## src/rtl/mpb_pkg.sv

```systemverilog
// Shared types and constants for the multi-panel playback barrier.
// No dependencies; mpb_ctrl, mpb_dp, the top level and the checker import this package.

package mpb_pkg;

    localparam int MPB_PANELS = 16;
    localparam int POS_W      = 32;
    localparam int JC_W       = 5;

    // Item kinds
    localparam logic [2:0] KIND_TICK     = 3'd0;
    localparam logic [2:0] KIND_REPORT   = 3'd1;
    localparam logic [2:0] KIND_SOURCES  = 3'd2;
    localparam logic [2:0] KIND_POSITION = 3'd3;
    localparam logic [2:0] KIND_RESET    = 3'd4;

    // Panel status codes
    localparam logic [2:0] PS_UPDATING   = 3'd1;
    localparam logic [2:0] PS_UPDATED    = 3'd2;
    localparam logic [2:0] PS_PRESENTING = 3'd3;
    localparam logic [2:0] PS_PRESENTED  = 3'd4;

    localparam logic [JC_W-1:0] JC_MAX = 5'd31;

    typedef enum logic [2:0] {
        CS_IDLE       = 3'd0,
        CS_NORMAL     = 3'd1,
        CS_UPDATING   = 3'd2,
        CS_UPDATED    = 3'd3,
        CS_PRESENTING = 3'd4,
        CS_PRESENTED  = 3'd5
    } cs_t;

    // Operation applied to each panel during a walk
    typedef enum logic [2:0] {
        OP_JOIN     = 3'd0,
        OP_SET_UPD  = 3'd1,
        OP_SET_PRES = 3'd2,
        OP_SCAN     = 3'd3,
        OP_LAG      = 3'd4,
        OP_CNT_PRES = 3'd5
    } op_t;

    // One panel record as held in the panel RAM
    typedef struct packed {
        logic             working;
        logic [2:0]       st;
        logic [7:0]       src;
        logic [POS_W-1:0] pos;
    } entry_t;

    localparam int ENTRY_W = $bits(entry_t);

    typedef struct packed {
        logic capture;
        logic item_rd;
        logic item_wr;
        logic walk;
        logic acc_clr;
        logic clear;
        logic cs_we;
        cs_t  cs_val;
        logic join_we;
        logic out_load;
        op_t  op;
    } cmd_t;

    typedef struct packed {
        logic [2:0] kind;
        logic       ok;
        cs_t        cs;
        logic       walk_last;
        logic       acc_nz;
        logic       cnt_eq_join;
        logic       sync_hit;
        logic       out_free;
    } sts_t;

endpackage

```

## src/rtl/mpb_req_if.sv

```systemverilog
// Input item channel of the playback barrier: valid/ready plus item fields.
// No dependencies.

interface mpb_req_if;
    logic              valid;
    logic              ready;
    logic [2:0]        kind;
    logic [3:0]        panel;
    logic [2:0]        reported_status;
    logic [7:0]        source_count;
    logic signed [4:0] source_index;
    logic [31:0]       position;

    modport source (output valid, kind, panel, reported_status, source_count,
                    source_index, position, input ready);
    modport sink   (input valid, kind, panel, reported_status, source_count,
                    source_index, position, output ready);
endinterface

```

## src/rtl/mpb_rsp_if.sv

```systemverilog
// Result item channel of the playback barrier: valid/ready plus result fields.
// No dependencies.

interface mpb_rsp_if;
    logic       valid;
    logic       ready;
    logic [2:0] controller_status;
    logic [2:0] panel_status;
    logic [4:0] joined_count;

    modport source (output valid, controller_status, panel_status, joined_count,
                    input ready);
    modport sink   (input valid, controller_status, panel_status, joined_count,
                    output ready);
endinterface

```

## src/rtl/mpb_cfg_if.sv

```systemverilog
// Configuration write channel carrying the sync window register.
// No dependencies.

interface mpb_cfg_if;
    logic        valid;
    logic        ready;
    logic [31:0] data;

    modport source (output valid, data, input ready);
    modport sink   (input valid, data, output ready);
endinterface

```

## src/rtl/mpb_ram.sv

```systemverilog
// Generic single-write, single-read RAM with registered read data.
// No dependencies.

module mpb_ram #(
    parameter int WIDTH = 8,
    parameter int DEPTH = 16,
    parameter int AW    = (DEPTH > 1) ? $clog2(DEPTH) : 1
) (
    input  logic             clk,
    input  logic             we,
    input  logic [AW-1:0]    waddr,
    input  logic [WIDTH-1:0] wdata,
    input  logic             re,
    input  logic [AW-1:0]    raddr,
    output logic [WIDTH-1:0] rdata
);

    logic [WIDTH-1:0] mem [DEPTH];
    logic [WIDTH-1:0] rdata_reg;

    always_ff @(posedge clk)
    begin
        if (we)
        begin
            mem[waddr] <= wdata;
        end
        if (re)
        begin
            rdata_reg <= mem[raddr];
        end
    end

    assign rdata = rdata_reg;

endmodule

```

## src/rtl/mpb_ctrl.sv

```systemverilog
// Sequencer of the playback barrier: decodes items and steps the datapath.
// Depends on mpb_pkg (cmd_t, sts_t, codes).

module mpb_ctrl
    import mpb_pkg::*;
(
    input  logic clk,
    input  logic rst_n,
    input  logic req_valid,
    output logic in_ready,
    input  sts_t sts,
    output cmd_t cmd
);

    typedef enum logic [8:0] {
        ST_IDLE     = 9'b000000001,
        ST_DISPATCH = 9'b000000010,
        ST_RD       = 9'b000000100,
        ST_MOD      = 9'b000001000,
        ST_WALK     = 9'b000010000,
        ST_DRAIN    = 9'b000100000,
        ST_FIN      = 9'b001000000,
        ST_FETCH    = 9'b010000000,
        ST_LOAD     = 9'b100000000
    } state_t;

    state_t state_reg, state_next;
    op_t    op_reg, op_next;

    always_ff @(posedge clk or negedge rst_n)
    begin
        if (!rst_n)
        begin
            state_reg <= ST_IDLE;
            op_reg    <= OP_JOIN;
        end
        else
        begin
            state_reg <= state_next;
            op_reg    <= op_next;
        end
    end

    assign in_ready = (state_reg == ST_IDLE);

    always_comb
    begin
        state_next = state_reg;
        op_next    = op_reg;
        cmd        = '0;
        cmd.op     = op_reg;
        cmd.cs_val = CS_IDLE;
        unique case (state_reg)
            ST_IDLE:
            begin
                if (req_valid)
                begin
                    cmd.capture = 1'b1;
                    state_next  = ST_DISPATCH;
                end
            end
            ST_DISPATCH:
            begin
                cmd.acc_clr = 1'b1;
                state_next  = ST_FETCH;
                unique case (sts.kind)
                    KIND_TICK:
                    begin
                        unique case (sts.cs)
                            CS_IDLE:
                            begin
                                op_next    = OP_JOIN;
                                state_next = ST_WALK;
                            end
                            CS_NORMAL:
                            begin
                                op_next    = OP_SET_UPD;
                                state_next = ST_WALK;
                            end
                            CS_UPDATING:
                            begin
                                op_next    = OP_SCAN;
                                state_next = ST_WALK;
                            end
                            CS_UPDATED:
                            begin
                                op_next    = OP_SET_PRES;
                                state_next = ST_WALK;
                            end
                            CS_PRESENTING:
                            begin
                                op_next    = OP_CNT_PRES;
                                state_next = ST_WALK;
                            end
                            CS_PRESENTED:
                            begin
                                cmd.cs_we  = 1'b1;
                                cmd.cs_val = CS_IDLE;
                            end
                            default: ;
                        endcase
                    end
                    KIND_REPORT, KIND_SOURCES, KIND_POSITION:
                    begin
                        if (sts.ok)
                        begin
                            state_next = ST_RD;
                        end
                    end
                    KIND_RESET:
                    begin
                        cmd.clear = 1'b1;
                    end
                    default: ;
                endcase
            end
            ST_RD:
            begin
                cmd.item_rd = 1'b1;
                state_next  = ST_MOD;
            end
            ST_MOD:
            begin
                cmd.item_wr = 1'b1;
                state_next  = ST_FETCH;
            end
            ST_WALK:
            begin
                cmd.walk = 1'b1;
                if (sts.walk_last)
                begin
                    state_next = ST_DRAIN;
                end
            end
            ST_DRAIN:
            begin
                state_next = ST_FIN;
            end
            ST_FIN:
            begin
                state_next = ST_FETCH;
                unique case (op_reg)
                    OP_JOIN:
                    begin
                        cmd.join_we = 1'b1;
                        if (sts.acc_nz)
                        begin
                            cmd.cs_we  = 1'b1;
                            cmd.cs_val = CS_NORMAL;
                        end
                    end
                    OP_SET_UPD:
                    begin
                        cmd.cs_we  = 1'b1;
                        cmd.cs_val = CS_UPDATING;
                    end
                    OP_SET_PRES:
                    begin
                        cmd.cs_we  = 1'b1;
                        cmd.cs_val = CS_PRESENTING;
                    end
                    OP_CNT_PRES:
                    begin
                        if (sts.cnt_eq_join)
                        begin
                            cmd.cs_we  = 1'b1;
                            cmd.cs_val = CS_PRESENTED;
                        end
                    end
                    OP_SCAN:
                    begin
                        // all joined panels updated: accept, or send laggards back
                        if (sts.cnt_eq_join)
                        begin
                            if (sts.sync_hit)
                            begin
                                cmd.cs_we  = 1'b1;
                                cmd.cs_val = CS_UPDATED;
                            end
                            else
                            begin
                                op_next    = OP_LAG;
                                state_next = ST_WALK;
                            end
                        end
                    end
                    default: ;
                endcase
            end
            ST_FETCH:
            begin
                cmd.item_rd = 1'b1;
                state_next  = ST_LOAD;
            end
            ST_LOAD:
            begin
                if (sts.out_free)
                begin
                    cmd.out_load = 1'b1;
                    state_next   = ST_IDLE;
                end
            end
            default:
            begin
                state_next = ST_IDLE;
            end
        endcase
    end

endmodule

```

## src/rtl/mpb_dp.sv

```systemverilog
// Datapath of the playback barrier: item and window registers, panel RAM,
// walk pipeline, accumulators and result register. Depends on mpb_pkg, mpb_ram.

module mpb_dp
    import mpb_pkg::*;
#(
    parameter int PANELS = MPB_PANELS
) (
    input  logic              clk,
    input  logic              rst_n,
    input  cmd_t              cmd,
    output sts_t              sts,
    input  logic [2:0]        kind,
    input  logic [3:0]        panel,
    input  logic [2:0]        reported_status,
    input  logic [7:0]        source_count,
    input  logic signed [4:0] source_index,
    input  logic [31:0]       position,
    input  logic              cfg_valid,
    input  logic [31:0]       cfg_data,
    input  logic              rsp_ready,
    output logic              out_valid,
    output logic [2:0]        out_cs,
    output logic [2:0]        out_ps,
    output logic [JC_W-1:0]   out_jc
);

    localparam int AW = (PANELS > 1) ? $clog2(PANELS) : 1;
    localparam int CW = $clog2(PANELS + 1);
    localparam logic [AW-1:0] LAST_IDX = AW'(PANELS - 1);

    // item
    logic [2:0]        kind_reg;
    logic [3:0]        panel_reg;
    logic [2:0]        rep_reg;
    logic [7:0]        cnt_reg;
    logic signed [4:0] slot_reg;
    logic [31:0]       pos_reg;

    logic [31:0]       win_reg;
    cs_t               cs_reg, cs_next;
    logic [CW-1:0]     join_reg, join_next;
    logic [PANELS-1:0] valid_reg, valid_next;

    logic [AW-1:0]     walk_idx_reg, walk_idx_next;
    logic [AW-1:0]     rd_addr_q_reg;
    logic              proc_vld_reg;
    logic [AW-1:0]     proc_idx_reg;

    logic [CW-1:0]     acc_reg, acc_next;
    logic [CW-1:0]     same_reg, same_next;
    logic              seen_reg, seen_next;
    logic [POS_W-1:0]  ref_reg, ref_next;
    logic [POS_W-1:0]  lo_reg, lo_next;
    logic [POS_W-1:0]  hi_reg, hi_next;

    logic              out_valid_reg;
    logic [2:0]        out_cs_reg;
    logic [2:0]        out_ps_reg;
    logic [JC_W-1:0]   out_jc_reg;

    logic              ok;
    logic [AW-1:0]     panel_addr;
    logic              ram_re, ram_we;
    logic [AW-1:0]     ram_raddr, ram_waddr;
    logic [ENTRY_W-1:0] ram_rdata;
    entry_t            ent, walk_upd, item_upd, wr_ent;
    logic              walk_wr, cnt_inc, stat;

    assign ok         = (32'(panel_reg) < PANELS);
    assign panel_addr = AW'(panel_reg);

    assign ram_re    = cmd.walk | cmd.item_rd;
    assign ram_raddr = cmd.walk ? walk_idx_reg : panel_addr;
    assign ram_we    = (proc_vld_reg & walk_wr) | cmd.item_wr;
    assign ram_waddr = cmd.item_wr ? panel_addr : proc_idx_reg;
    assign wr_ent    = cmd.item_wr ? item_upd : walk_upd;

    mpb_ram #(
        .WIDTH (ENTRY_W),
        .DEPTH (PANELS),
        .AW    (AW)
    ) u_ram (
        .clk   (clk),
        .we    (ram_we),
        .waddr (ram_waddr),
        .wdata (wr_ent),
        .re    (ram_re),
        .raddr (ram_raddr),
        .rdata (ram_rdata)
    );

    // an entry never written since reset reads as all zero
    assign ent = valid_reg[rd_addr_q_reg] ? entry_t'(ram_rdata) : '0;

    always_comb
    begin
        walk_upd = ent;
        walk_wr  = 1'b0;
        cnt_inc  = 1'b0;
        stat     = 1'b0;
        unique case (cmd.op)
            OP_JOIN:
            begin
                walk_wr = 1'b1;
                if (ent.src != 8'd0)
                begin
                    walk_upd.working = 1'b1;
                    cnt_inc          = 1'b1;
                end
            end
            OP_SET_UPD:
            begin
                walk_wr = 1'b1;
                if (ent.working)
                begin
                    walk_upd.st = PS_UPDATING;
                end
            end
            OP_SET_PRES:
            begin
                walk_wr = 1'b1;
                if (ent.working)
                begin
                    walk_upd.st = PS_PRESENTING;
                end
            end
            OP_SCAN:
            begin
                stat    = ent.working;
                cnt_inc = ent.working & (ent.st == PS_UPDATED);
            end
            OP_LAG:
            begin
                walk_wr = 1'b1;
                if (ent.working && (ent.pos < hi_reg))
                begin
                    walk_upd.st = PS_UPDATING;
                end
            end
            OP_CNT_PRES:
            begin
                cnt_inc = ent.working & (ent.st == PS_PRESENTED);
            end
            default: ;
        endcase
    end

    always_comb
    begin
        item_upd = ent;
        unique case (kind_reg)
            KIND_REPORT:
            begin
                if (rep_reg == PS_UPDATED && ent.st == PS_UPDATING)
                begin
                    item_upd.st = PS_UPDATED;
                end
                else if (rep_reg == PS_PRESENTED && ent.st == PS_PRESENTING)
                begin
                    item_upd.st = PS_PRESENTED;
                end
            end
            KIND_SOURCES:
            begin
                item_upd.src = cnt_reg;
            end
            KIND_POSITION:
            begin
                if (slot_reg == 5'sd0 && ent.st == PS_UPDATING)
                begin
                    item_upd.pos = pos_reg;
                end
            end
            default: ;
        endcase
    end

    // accumulators over one walk
    always_comb
    begin
        acc_next  = acc_reg;
        same_next = same_reg;
        seen_next = seen_reg;
        ref_next  = ref_reg;
        lo_next   = lo_reg;
        hi_next   = hi_reg;
        if (cmd.acc_clr)
        begin
            acc_next  = '0;
            same_next = '0;
            seen_next = 1'b0;
            ref_next  = '0;
            lo_next   = '0;
            hi_next   = '0;
        end
        else if (proc_vld_reg)
        begin
            if (cnt_inc)
            begin
                acc_next = CW'(acc_reg + 1'b1);
            end
            if (stat)
            begin
                if (!seen_reg)
                begin
                    seen_next = 1'b1;
                    ref_next  = ent.pos;
                    lo_next   = ent.pos;
                    hi_next   = ent.pos;
                    same_next = CW'(same_reg + 1'b1);
                end
                else if (ent.pos == ref_reg)
                begin
                    same_next = CW'(same_reg + 1'b1);
                end
                else
                begin
                    if (ent.pos < lo_reg)
                    begin
                        lo_next = ent.pos;
                    end
                    if (ent.pos > hi_reg)
                    begin
                        hi_next = ent.pos;
                    end
                end
            end
        end
    end

    always_comb
    begin
        cs_next    = cs_reg;
        join_next  = join_reg;
        valid_next = valid_reg;
        if (cmd.clear)
        begin
            cs_next    = CS_IDLE;
            join_next  = '0;
            valid_next = '0;
        end
        else
        begin
            if (cmd.cs_we)
            begin
                cs_next = cmd.cs_val;
            end
            if (cmd.join_we)
            begin
                join_next = acc_reg;
            end
            if (ram_we)
            begin
                valid_next[ram_waddr] = 1'b1;
            end
        end
    end

    always_comb
    begin
        walk_idx_next = walk_idx_reg;
        if (cmd.walk)
        begin
            walk_idx_next = (walk_idx_reg == LAST_IDX) ? '0 : AW'(walk_idx_reg + 1'b1);
        end
    end

    always_ff @(posedge clk or negedge rst_n)
    begin
        if (!rst_n)
        begin
            win_reg       <= 32'd65536;
            cs_reg        <= CS_IDLE;
            join_reg      <= '0;
            valid_reg     <= '0;
            walk_idx_reg  <= '0;
            proc_vld_reg  <= 1'b0;
            out_valid_reg <= 1'b0;
        end
        else
        begin
            if (cfg_valid)
            begin
                win_reg <= cfg_data;
            end
            cs_reg       <= cs_next;
            join_reg     <= join_next;
            valid_reg    <= valid_next;
            walk_idx_reg <= walk_idx_next;
            proc_vld_reg <= cmd.walk;
            if (cmd.out_load)
            begin
                out_valid_reg <= 1'b1;
            end
            else if (rsp_ready)
            begin
                out_valid_reg <= 1'b0;
            end
        end
    end

    always_ff @(posedge clk)
    begin
        if (cmd.capture)
        begin
            kind_reg  <= kind;
            panel_reg <= panel;
            rep_reg   <= reported_status;
            cnt_reg   <= source_count;
            slot_reg  <= source_index;
            pos_reg   <= position;
        end
        if (ram_re)
        begin
            rd_addr_q_reg <= ram_raddr;
        end
        proc_idx_reg <= walk_idx_reg;
        acc_reg      <= acc_next;
        same_reg     <= same_next;
        seen_reg     <= seen_next;
        ref_reg      <= ref_next;
        lo_reg       <= lo_next;
        hi_reg       <= hi_next;
        if (cmd.out_load)
        begin
            out_cs_reg <= cs_reg;
            out_ps_reg <= ok ? ent.st : 3'd0;
            out_jc_reg <= (32'(join_reg) > 32'd31) ? JC_MAX : JC_W'(join_reg);
        end
    end

    assign sts.kind        = kind_reg;
    assign sts.ok          = ok;
    assign sts.cs          = cs_reg;
    assign sts.walk_last   = (walk_idx_reg == LAST_IDX);
    assign sts.acc_nz      = (acc_reg != '0);
    assign sts.cnt_eq_join = (acc_reg == join_reg);
    assign sts.sync_hit    = (same_reg == join_reg) ||
                             ({1'b0, hi_reg} > ({1'b0, lo_reg} + {1'b0, win_reg}));
    assign sts.out_free    = ~out_valid_reg | rsp_ready;

    assign out_valid = out_valid_reg;
    assign out_cs    = out_cs_reg;
    assign out_ps    = out_ps_reg;
    assign out_jc    = out_jc_reg;

endmodule

```

## src/rtl/multi_panel_playback_barrier.sv

```systemverilog
// Top level of the multi-panel playback barrier: sequencer plus datapath.
// Depends on mpb_pkg, the three channel interfaces, mpb_ctrl and mpb_dp.

// Keeps up to PANELS panels in step. Every item gives exactly one result.
// Panel records sit in a RAM with one read and one write port, so a tick
// walks the panels one per cycle, but a tick in presented only returns to idle;
// it walks them again when a position compare sends laggards back to updating.
// Status reports, source counts and positions rewrite the record of a panel in range.
// One item is in work at a time; a new item is taken as soon as the
// previous one has its result registered, even if that result is unread.
// The sync window register may be written at any time and resets to 1.0 s.

module multi_panel_playback_barrier
    import mpb_pkg::*;
#(
    parameter int PANELS = MPB_PANELS
) (
    input logic        clk,
    input logic        rst_n,
    mpb_req_if.sink    req,
    mpb_rsp_if.source  rsp,
    mpb_cfg_if.sink    cfg
);

    cmd_t cmd;
    sts_t sts;
    logic in_ready;

    assign req.ready = in_ready;
    assign cfg.ready = 1'b1;

    mpb_ctrl u_ctrl (
        .clk       (clk),
        .rst_n     (rst_n),
        .req_valid (req.valid),
        .in_ready  (in_ready),
        .sts       (sts),
        .cmd       (cmd)
    );

    mpb_dp #(
        .PANELS (PANELS)
    ) u_dp (
        .clk             (clk),
        .rst_n           (rst_n),
        .cmd             (cmd),
        .sts             (sts),
        .kind            (req.kind),
        .panel           (req.panel),
        .reported_status (req.reported_status),
        .source_count    (req.source_count),
        .source_index    (req.source_index),
        .position        (req.position),
        .cfg_valid       (cfg.valid),
        .cfg_data        (cfg.data),
        .rsp_ready       (rsp.ready),
        .out_valid       (rsp.valid),
        .out_cs          (rsp.controller_status),
        .out_ps          (rsp.panel_status),
        .out_jc          (rsp.joined_count)
    );

endmodule

```

## src/flat_wrapper.sv

```systemverilog
// flat-port wrapper written by rule: the top's interface ports become plain ports
module multi_panel_playback_barrier_flat import mpb_pkg::*;
#(
    parameter int PANELS = MPB_PANELS
)
  (clk, rst_n, req_valid, req_kind, req_panel, req_reported_status, req_source_count, req_source_index, req_position, req_ready, rsp_valid, rsp_controller_status, rsp_panel_status, rsp_joined_count, rsp_ready, cfg_valid, cfg_data, cfg_ready);
  mpb_req_if req_i ();
  mpb_rsp_if rsp_i ();
  mpb_cfg_if cfg_i ();
  input logic clk;
  input logic rst_n;
  input wire logic [$bits(req_i.valid)-1:0] req_valid;
  input wire logic [$bits(req_i.kind)-1:0] req_kind;
  input wire logic [$bits(req_i.panel)-1:0] req_panel;
  input wire logic [$bits(req_i.reported_status)-1:0] req_reported_status;
  input wire logic [$bits(req_i.source_count)-1:0] req_source_count;
  input wire logic [$bits(req_i.source_index)-1:0] req_source_index;
  input wire logic [$bits(req_i.position)-1:0] req_position;
  output wire logic [$bits(req_i.ready)-1:0] req_ready;
  output wire logic [$bits(rsp_i.valid)-1:0] rsp_valid;
  output wire logic [$bits(rsp_i.controller_status)-1:0] rsp_controller_status;
  output wire logic [$bits(rsp_i.panel_status)-1:0] rsp_panel_status;
  output wire logic [$bits(rsp_i.joined_count)-1:0] rsp_joined_count;
  input wire logic [$bits(rsp_i.ready)-1:0] rsp_ready;
  input wire logic [$bits(cfg_i.valid)-1:0] cfg_valid;
  input wire logic [$bits(cfg_i.data)-1:0] cfg_data;
  output wire logic [$bits(cfg_i.ready)-1:0] cfg_ready;
  assign req_i.valid = req_valid;
  assign req_i.kind = req_kind;
  assign req_i.panel = req_panel;
  assign req_i.reported_status = req_reported_status;
  assign req_i.source_count = req_source_count;
  assign req_i.source_index = req_source_index;
  assign req_i.position = req_position;
  assign req_ready = req_i.ready;
  assign rsp_valid = rsp_i.valid;
  assign rsp_controller_status = rsp_i.controller_status;
  assign rsp_panel_status = rsp_i.panel_status;
  assign rsp_joined_count = rsp_i.joined_count;
  assign rsp_i.ready = rsp_ready;
  assign cfg_i.valid = cfg_valid;
  assign cfg_i.data = cfg_data;
  assign cfg_ready = cfg_i.ready;
  multi_panel_playback_barrier #(.PANELS(PANELS)) u_core (.clk(clk), .rst_n(rst_n), .req(req_i), .rsp(rsp_i), .cfg(cfg_i));
endmodule
```

## config.mk

```make
export PLATFORM = sky130hd
export DESIGN_NAME = multi_panel_playback_barrier_flat
export DESIGN_NICKNAME = d
export VERILOG_FILES = /design/src/rtl/mpb_pkg.sv /design/src/rtl/mpb_req_if.sv /design/src/rtl/mpb_rsp_if.sv /design/src/rtl/mpb_cfg_if.sv /design/src/rtl/mpb_ram.sv /design/src/rtl/mpb_ctrl.sv /design/src/rtl/mpb_dp.sv /design/src/rtl/multi_panel_playback_barrier.sv /design/src/flat_wrapper.sv
export SDC_FILE = /design/constraint.sdc
export NUM_CORES = 1
export LEC_CHECK = 0
export BUFFER_PORTS_ARGS = -buffer_cell sky130_fd_sc_hd__buf_2
export CORE_MARGIN = 2
export CORE_UTILIZATION = 61
export CTS_BUF_LIST = sky130_fd_sc_hd__clkbuf_16
export CTS_CLUSTER_DIAMETER = 200
export CTS_CLUSTER_SIZE = 25
export DETAILED_ROUTE_END_ITERATION = 8
export GPL_TIMING_DRIVEN = 0
export PLACE_DENSITY = 0.78
export RECOVER_POWER = 25
export SKIP_LAST_GASP = 1
export SLEW_MARGIN = 25
export SYNTH_ARGS = -nofsm -noshare
export SYNTH_HDL_FRONTEND = slang
export SYNTH_SLANG_ARGS = --single-unit
```

## constraint.sdc

```tcl
create_clock -name clk -period 6.6 [get_ports clk]
set_input_delay 1.32 -clock clk [delete_from_list [all_inputs] [get_ports clk]]
set_output_delay 1.32 -clock clk [all_outputs]
set_load 0.005 [all_outputs]
```

Word-level counts from Yosys, hierarchy flattened. Memory sizes are Yosys's and may differ from the RTL's. A register that Yosys moved wholly into a read port is not among the register bits. Index checks and enable logic that the tools add are counted.

Add/sub/neg operators: 4. $mul: 0. Div/mod/pow operators: 0. Order comparisons: 7. Eq/ne operators: 45. Shifts and indexed selects: 0. Multiplexer cells: 77. Bitwise operators: 9. Reduce and logical (&&, ||, !) cells: 29.

Operator list (number): 32-bit 2-to-1 mux (8); 44-bit 2-to-1 mux (2); 9-bit case mux with 9 select lines (1); 32-bit < comparator (2); 8-bit 2-to-1 mux (5); 3-bit 2-to-1 mux (12); 4-bit 2-to-1 mux (9); 32-bit by 32-bit adder with 33-bit output (1); 32-bit by 33-bit greater-than comparator with 1-bit output (1); 32-bit == test (1); 32-bit greater-than comparator (1); 16-bit 2-to-1 mux (2); 3-bit by 2-bit == test with 1-bit output (second input constant) (9); 9-bit 2-to-1 mux (3); 3-bit == test (second input constant) (7); 1-bit 2-to-1 mux (21); 5-bit 2-to-1 mux (4); 4-bit case mux with 5 select lines (1); 2-bit by 1-bit inequality test with 1-bit output (second input constant) (8); 16-bit bitwise OR (1); 8-bit case mux with 2 select lines (1); 3-bit case mux with 5 select lines (1); 3-bit by 1-bit == test with 1-bit output (second input constant) (4); 5-bit by 1-bit adder with 5-bit output (second input constant) (2); other kinds (41) (64).

Register bits after elaboration: 255. Latch bits: 0. RAM bits: 704. Bits in read-only memories: 0. Bits of input ports: 92. Output and inout port bits: 14. Memories kept: 1.

Memory list: u_core.u_dp.u_ram.mem (words 16, bits a word 44, rd ports 1, clocked after Yosys merged registers in 1, write ports 1, RTL line mpb_ram.sv:18) `logic [WIDTH-1:0] mem [DEPTH];`.

Longest topological paths before layout.
Depth in word-level cells: 10. Depth in mapped cells: 21. Depth with buffers taken out: 21.

By module. Synthesis repeated with hierarchy kept, for this count alone.

Cells, all modules: 2736. Area, all modules: 42987.5 µm².

By module, submodules not included: mpb_ram (times used 1, cells an instance 1142, area an instance 27707.8 µm², seq. area each 22461.5 µm²); mpb_dp (times used 1, cells an instance 1480, area an instance 14345.0 µm², seq. area each 5876.9 µm²); mpb_ctrl (times used 1, cells an instance 112, area an instance 923.4 µm², seq. area each 301.5 µm²); multi_panel_playback_barrier (times used 1, cells an instance 2, area an instance 11.3 µm², seq. area each 0.0 µm²).

Worst setup path after synthesis. OpenSTA, ideal clock, no wires.

Kind: register to register. Start point: register u_core.u_dp.win_reg[0]. End point: register u_core.u_ctrl.op_reg[1]. Setup time: 0.122 ns. Arrival: 4.440 ns. Data required time: 6.478 ns. Path slack: 2.038 ns. Cell stages (with the launch flop): 20. Buffers on the path: 0. Period minus slack after synthesis: 4.562 ns. Path through: dfrtp_1 > ha_1 > fa_1 > a21o_1 > a21oi_1 > o21bai_1 > a41o_1 > a21bo_2 > a31oi_1 > o41ai_1 > xnor2_1 > ha_1 > a21o_1 > a211oi_1 > nand2_1 > a2111oi_0 > o211ai_1 > o211ai_1 > nand4_1 > a32o_1.

Cells in the longest elaborated chain, start to end: 5.

RTL lines: start: declaration (RTL line mpb_dp.sv:40) `logic [31:0] win_reg;`; start signal: assignment (RTL line mpb_dp.sv:285) `win_reg <= cfg_data;`; 32-bit by 32-bit adder with 33-bit output (RTL line mpb_dp.sv:340) `({1'b0, hi_reg} > ({1'b0, lo_reg} + {1'b0, win_reg}));`; 32-bit by 33-bit greater-than comparator with 1-bit output (RTL line mpb_dp.sv:340); 1-bit logical OR (RTL line mpb_dp.sv:339) `assign sts.sync_hit = (same_reg == join_reg) ||`; 2-bit inequality test (no source line); 6-bit AND reduction (no source line); end signal: assignment (RTL line mpb_ctrl.sv:40) `op_reg <= op_next;`; end: declaration (RTL line mpb_ctrl.sv:28) `op_t op_reg, op_next;`.

Every way passes these cells. A chain may end at the register's enable or synchronous reset.

Worst setup path after layout.
Start point: register u_core.u_dp.win_reg[0]. End point: register u_core.u_dp.cs_reg[1].

Cells in the longest elaborated chain, start to end: 9. Elaborated cells between the ends (all ways): 10.

RTL lines: 32-bit by 32-bit adder with 33-bit output * (RTL line mpb_dp.sv:340); 32-bit by 33-bit greater-than comparator with 1-bit output * (RTL line mpb_dp.sv:340); 1-bit logical OR * (RTL line mpb_dp.sv:339); 4-bit 2-to-1 mux * (RTL line mpb_ctrl.sv:175) `if (sts.sync_hit)`; 4-bit 2-to-1 mux * (RTL line mpb_ctrl.sv:173) `if (sts.cnt_eq_join)`; 4-bit case mux with 5 select lines * (RTL line mpb_ctrl.sv:142) `unique case (op_reg)`; 4-bit case mux with 2 select lines * (RTL line mpb_ctrl.sv:53) `unique case (state_reg)`; 3-bit 2-to-1 mux (RTL line mpb_dp.sv:245) `if (cmd.cs_we)`; 3-bit 2-to-1 mux (RTL line mpb_dp.sv:237) `if (cmd.clear)`; end signal: assignment (RTL line mpb_dp.sv:287) `cs_reg <= cs_next;`; end: declaration (RTL line mpb_dp.sv:41) `cs_t cs_reg, cs_next;`.

Mark *: on every way between the ends. The rest lies on a longest branch, timed or not. The select of a mux whose other input is x is not followed.

==> results.md <==
* Comb pwr share at 0.195
* Worst-path clk slew at 0.10 ns
* Routed via count at 30,500
* Startpoint types: flip-flop
* Dpl ws at 0.3738 ns
* EDFF count, synth at 818
* Commonest non-fill, non-tap cell in the layout: nand2_1
* Top cells by area, synth: edfxtp_1 (56%), nand2_1 (7.1%), dfxtp_1 (5.0%)
* Synth cell types at between 70 and 80
* Std-Cell Rows at 98
* CTS sink cnt at 1,003
* DP Wirelength at 84,430 microns
* GP Congestion at 0.9567
* Register bit total from synthesis at around 1,000
* # setup viols final at 0
* Slew margin rel. at -0.4316
* Die ar. at 0.07467 sq mm
* TritonCTS clock tree: done
* Sequential element share of the synthesized area at 0.6476
* Gr usage total at 0.3076
* Final number of max-transition violations at between 150 and 200
* Crit path time final at 6.198 ns
* Routed WL at 115,800 microns
* Crit-path max FO at 6
* Post-CTS setup buffers at 0
* Die Height at between 200 and 300 microns
* Initial core utilization at 0.6176
* Clk_lat worst skew at 0.65 ns
* Clk pwr share at 0.251
* CTS H-tree lvls at 2
* Net Sw Frac at 0.2991
* Worst vdd ir at between 0.2 and 0.25 mV
* CP Capture Type: flip-flop
* Post-route ant nets at 0
* Setup CP Type: flip-flop to flip-flop
* Status: complete, but fails checks
* CTS max path bufs at 3
* Core area at 0.07161 sq mm
* Synthesized Nets at a little under 4,000
* Max Freq at approximately 160 MHz
* Cell Area, Synth at 0.04423 sq mm
* CP required at 7.13 ns
* Pwr dens at between 200 and 300 mW/mm^2
* Syn-to-layout area delta at 8.397%
* Max reg flops at 704
* Via density at 6.257
* Post-DR wirelength/cell at 23.76 microns
* Antenna violations before repair at 6
* Vias in the first global route at 30,150
* RSZ-0062 raised after global routing: no
* First-pass GRT wire length at roughly 170,000 microns
* Worst path arrival time at 6.72 ns
* Hold Path Class: flip-flop to flip-flop
* Total gr overflow at 0
* Power Internal at 9066 uW
* Reg-to-reg slack, setup at ~0.4 ns
* Tcrit/Tclk final at 0.9391
* DRT Pass-1 Iters at 7
* Max Cap Viol at 6
* Layout cells sized above 1 at 0.07467
* Synth Flop Type: edfxtp_1
* Syn avg cell area at ~12 sq um
* PnR worst setup slack at between 0.4 and 0.5 ns
* Nets at 4,132
* Slew @ Worst Pin at 2.147 ns
* Design area at 0.04794 sq mm
* Leakage power at roughly 0.018 uW
* # fillers at ~5,200
* Ys async rst share at 0.07378
* Initial DRC count at approximately 3,600
* Worst Clk Skew at 0.04131 ns
* Buffers on Ports at 103
* Failing checks: capacitance limit, slew limit
* Number of remaining DRC errors at 0
* Final Hold Fails at 0
* Sw Pwr at 3868 uW
* Commonest cells after routing, fill and taps aside: nand2_1 (840), edfxtp_1 (818), nand3_1 (367), clkbuf_1 (201), nor2_1 (132)
* Hold_buf cts at 0
* Synth warn at 0
* CTS resizes at 0
* Synth Instances at approximately 3,700
* Synth area leader: edfxtp_1
* Largest net degree at the start of global routing at 40
* Cts bufs inserted at 46
* Flop pwr share at 0.554
* CTS Root Cell: clkbuf_16
* Post-synth top area share at 0.5554
* Top-Level Pins at approximately 110
* DP Area at 0.04690 sq mm
* Die X at 273.3 microns
==> routing by layer <==
layer / wire (microns) / up-vias / global-route usage
met5: 41 / - / 0
met4: 5088 / 6 / 0.1378
met3: 11640 / 264 / 0.05684
met2: 55990 / 1599 / 0.5127
met1: 43060 / 14690 / 0.3947
li1: - / 13940 / -
==> power by group through the flow <==
stage,Combinational (uW),Clock (uW),Sequential [uW]
floorplan,1540,0,7260
global placement,2380,0,7300
detailed placement,2480,0,7290
CTS,2500,3270,7150
global route,2720,3470,7170
finish,2530,3250,7160
==> layout make-up <==
cell class | instances | area [sq um] | share of cell area
Timing Repair Buffer | 141 | 1172 | 0.02446
Clock inverter | 17 | 132.6 | 0.002767
Sequential cell | 1003 | 28640 | 0.5974
Tap cell | 950 | 1189 | 0.02479
Multi-Input combinational cell | 2417 | 14440 | 0.3012
Inverter | 96 | 360.3 | 0.007517
Buffer | 203 | 825.8 | 0.01723
Clock buffer | 47 | 1176 | 0.02453
Antenna cell | 1 | 2.502 | 0.00005220
==> metrics by stage <==
step	utilization	power, uW	hold slack [ns]	TNS [ns]	instances
global placement	0.6414	9686	0.4246	-0.8845	4772
finish	0.6695	12930	0.4959	0	4875
floorplan	-	8797	0.3966	0	3719
CTS	0.6733	12920	0.4967	0	4874
global route	0.6694	13370	0.5043	0	4874
detailed placement	0.6550	9774	0.4463	0	4810
==> critical path, stage by stage (launching register included) <==
cell and delay [ns]:
dfrtp_1 0.41, ha_1 0.24, fa_1 0.46, a21o_1 0.18
a21oi_1 0.20, o21bai_1 0.12, a41o_1 0.33, a21bo_2 0.25
a31oi_1 0.45, o21bai_1 0.11, a21oi_1 0.18, xor2_1 0.09
ha_1 0.28, nand3_1 0.10, nor2_1 0.11, nand2_1 0.12
nor4_1 0.84, o31ai_1 0.37, o211ai_1 0.21, o211ai_1 0.38
o21a_1 0.35, a211o_1 0.30
==> cells by family after synthesis <==
logic type / Yosys count / share of synthesized area
AO/OA/AOI/OAI: 428 / 0.06866
XOR/XNOR: 62 / 0.01228
adder cells (fa/ha/maj): 132 / 0.03751
buffers and inverters: 299 / 0.02682
flip-flops: 1003 / 0.6476
multiplexers: 178 / 0.04280
other: 1 / 0.00008479
AND/OR/NAND/NOR: 1616 / 0.1643
==> synthesized netlist by cell type (68+ instances only) <==
cell	number
nor2_1	136
inv_1	93
nand2_1	840
and3_1	90
ha_1	131
dfxtp_1	111
mux2_2	69
edfxtp_1	818
nand3_1	367
a31oi_1	80
a311oi_1	103
clkbuf_1	172
a21oi_1	68
dfrtp_1	72
mux2i_1	107
==> path summary, 6_finish.rpt <==
| path | end | depth (start not counted) | startpoint |
|---|---|---|---|
| max | u_core.u_dp.cs_reg[1] | 21 | u_core.u_dp.win_reg[0] |
| min | u_core.u_dp.hi_reg[17] | 2 | u_core.u_dp.hi_reg[17] |
| max reg2reg | u_core.u_dp.cs_reg[1] | 21 | u_core.u_dp.win_reg[0] |
| min reg2reg | u_core.u_dp.hi_reg[17] | 2 | u_core.u_dp.hi_reg[17] |
| max in group asynchronous | u_core.u_dp.walk_idx_reg[0] | 2 | rst_n |
| min in group asynchronous | u_core.u_ctrl.state_reg[8] | 1 | rst_n |
Note: power is estimated with default switching activity, not from simulation.
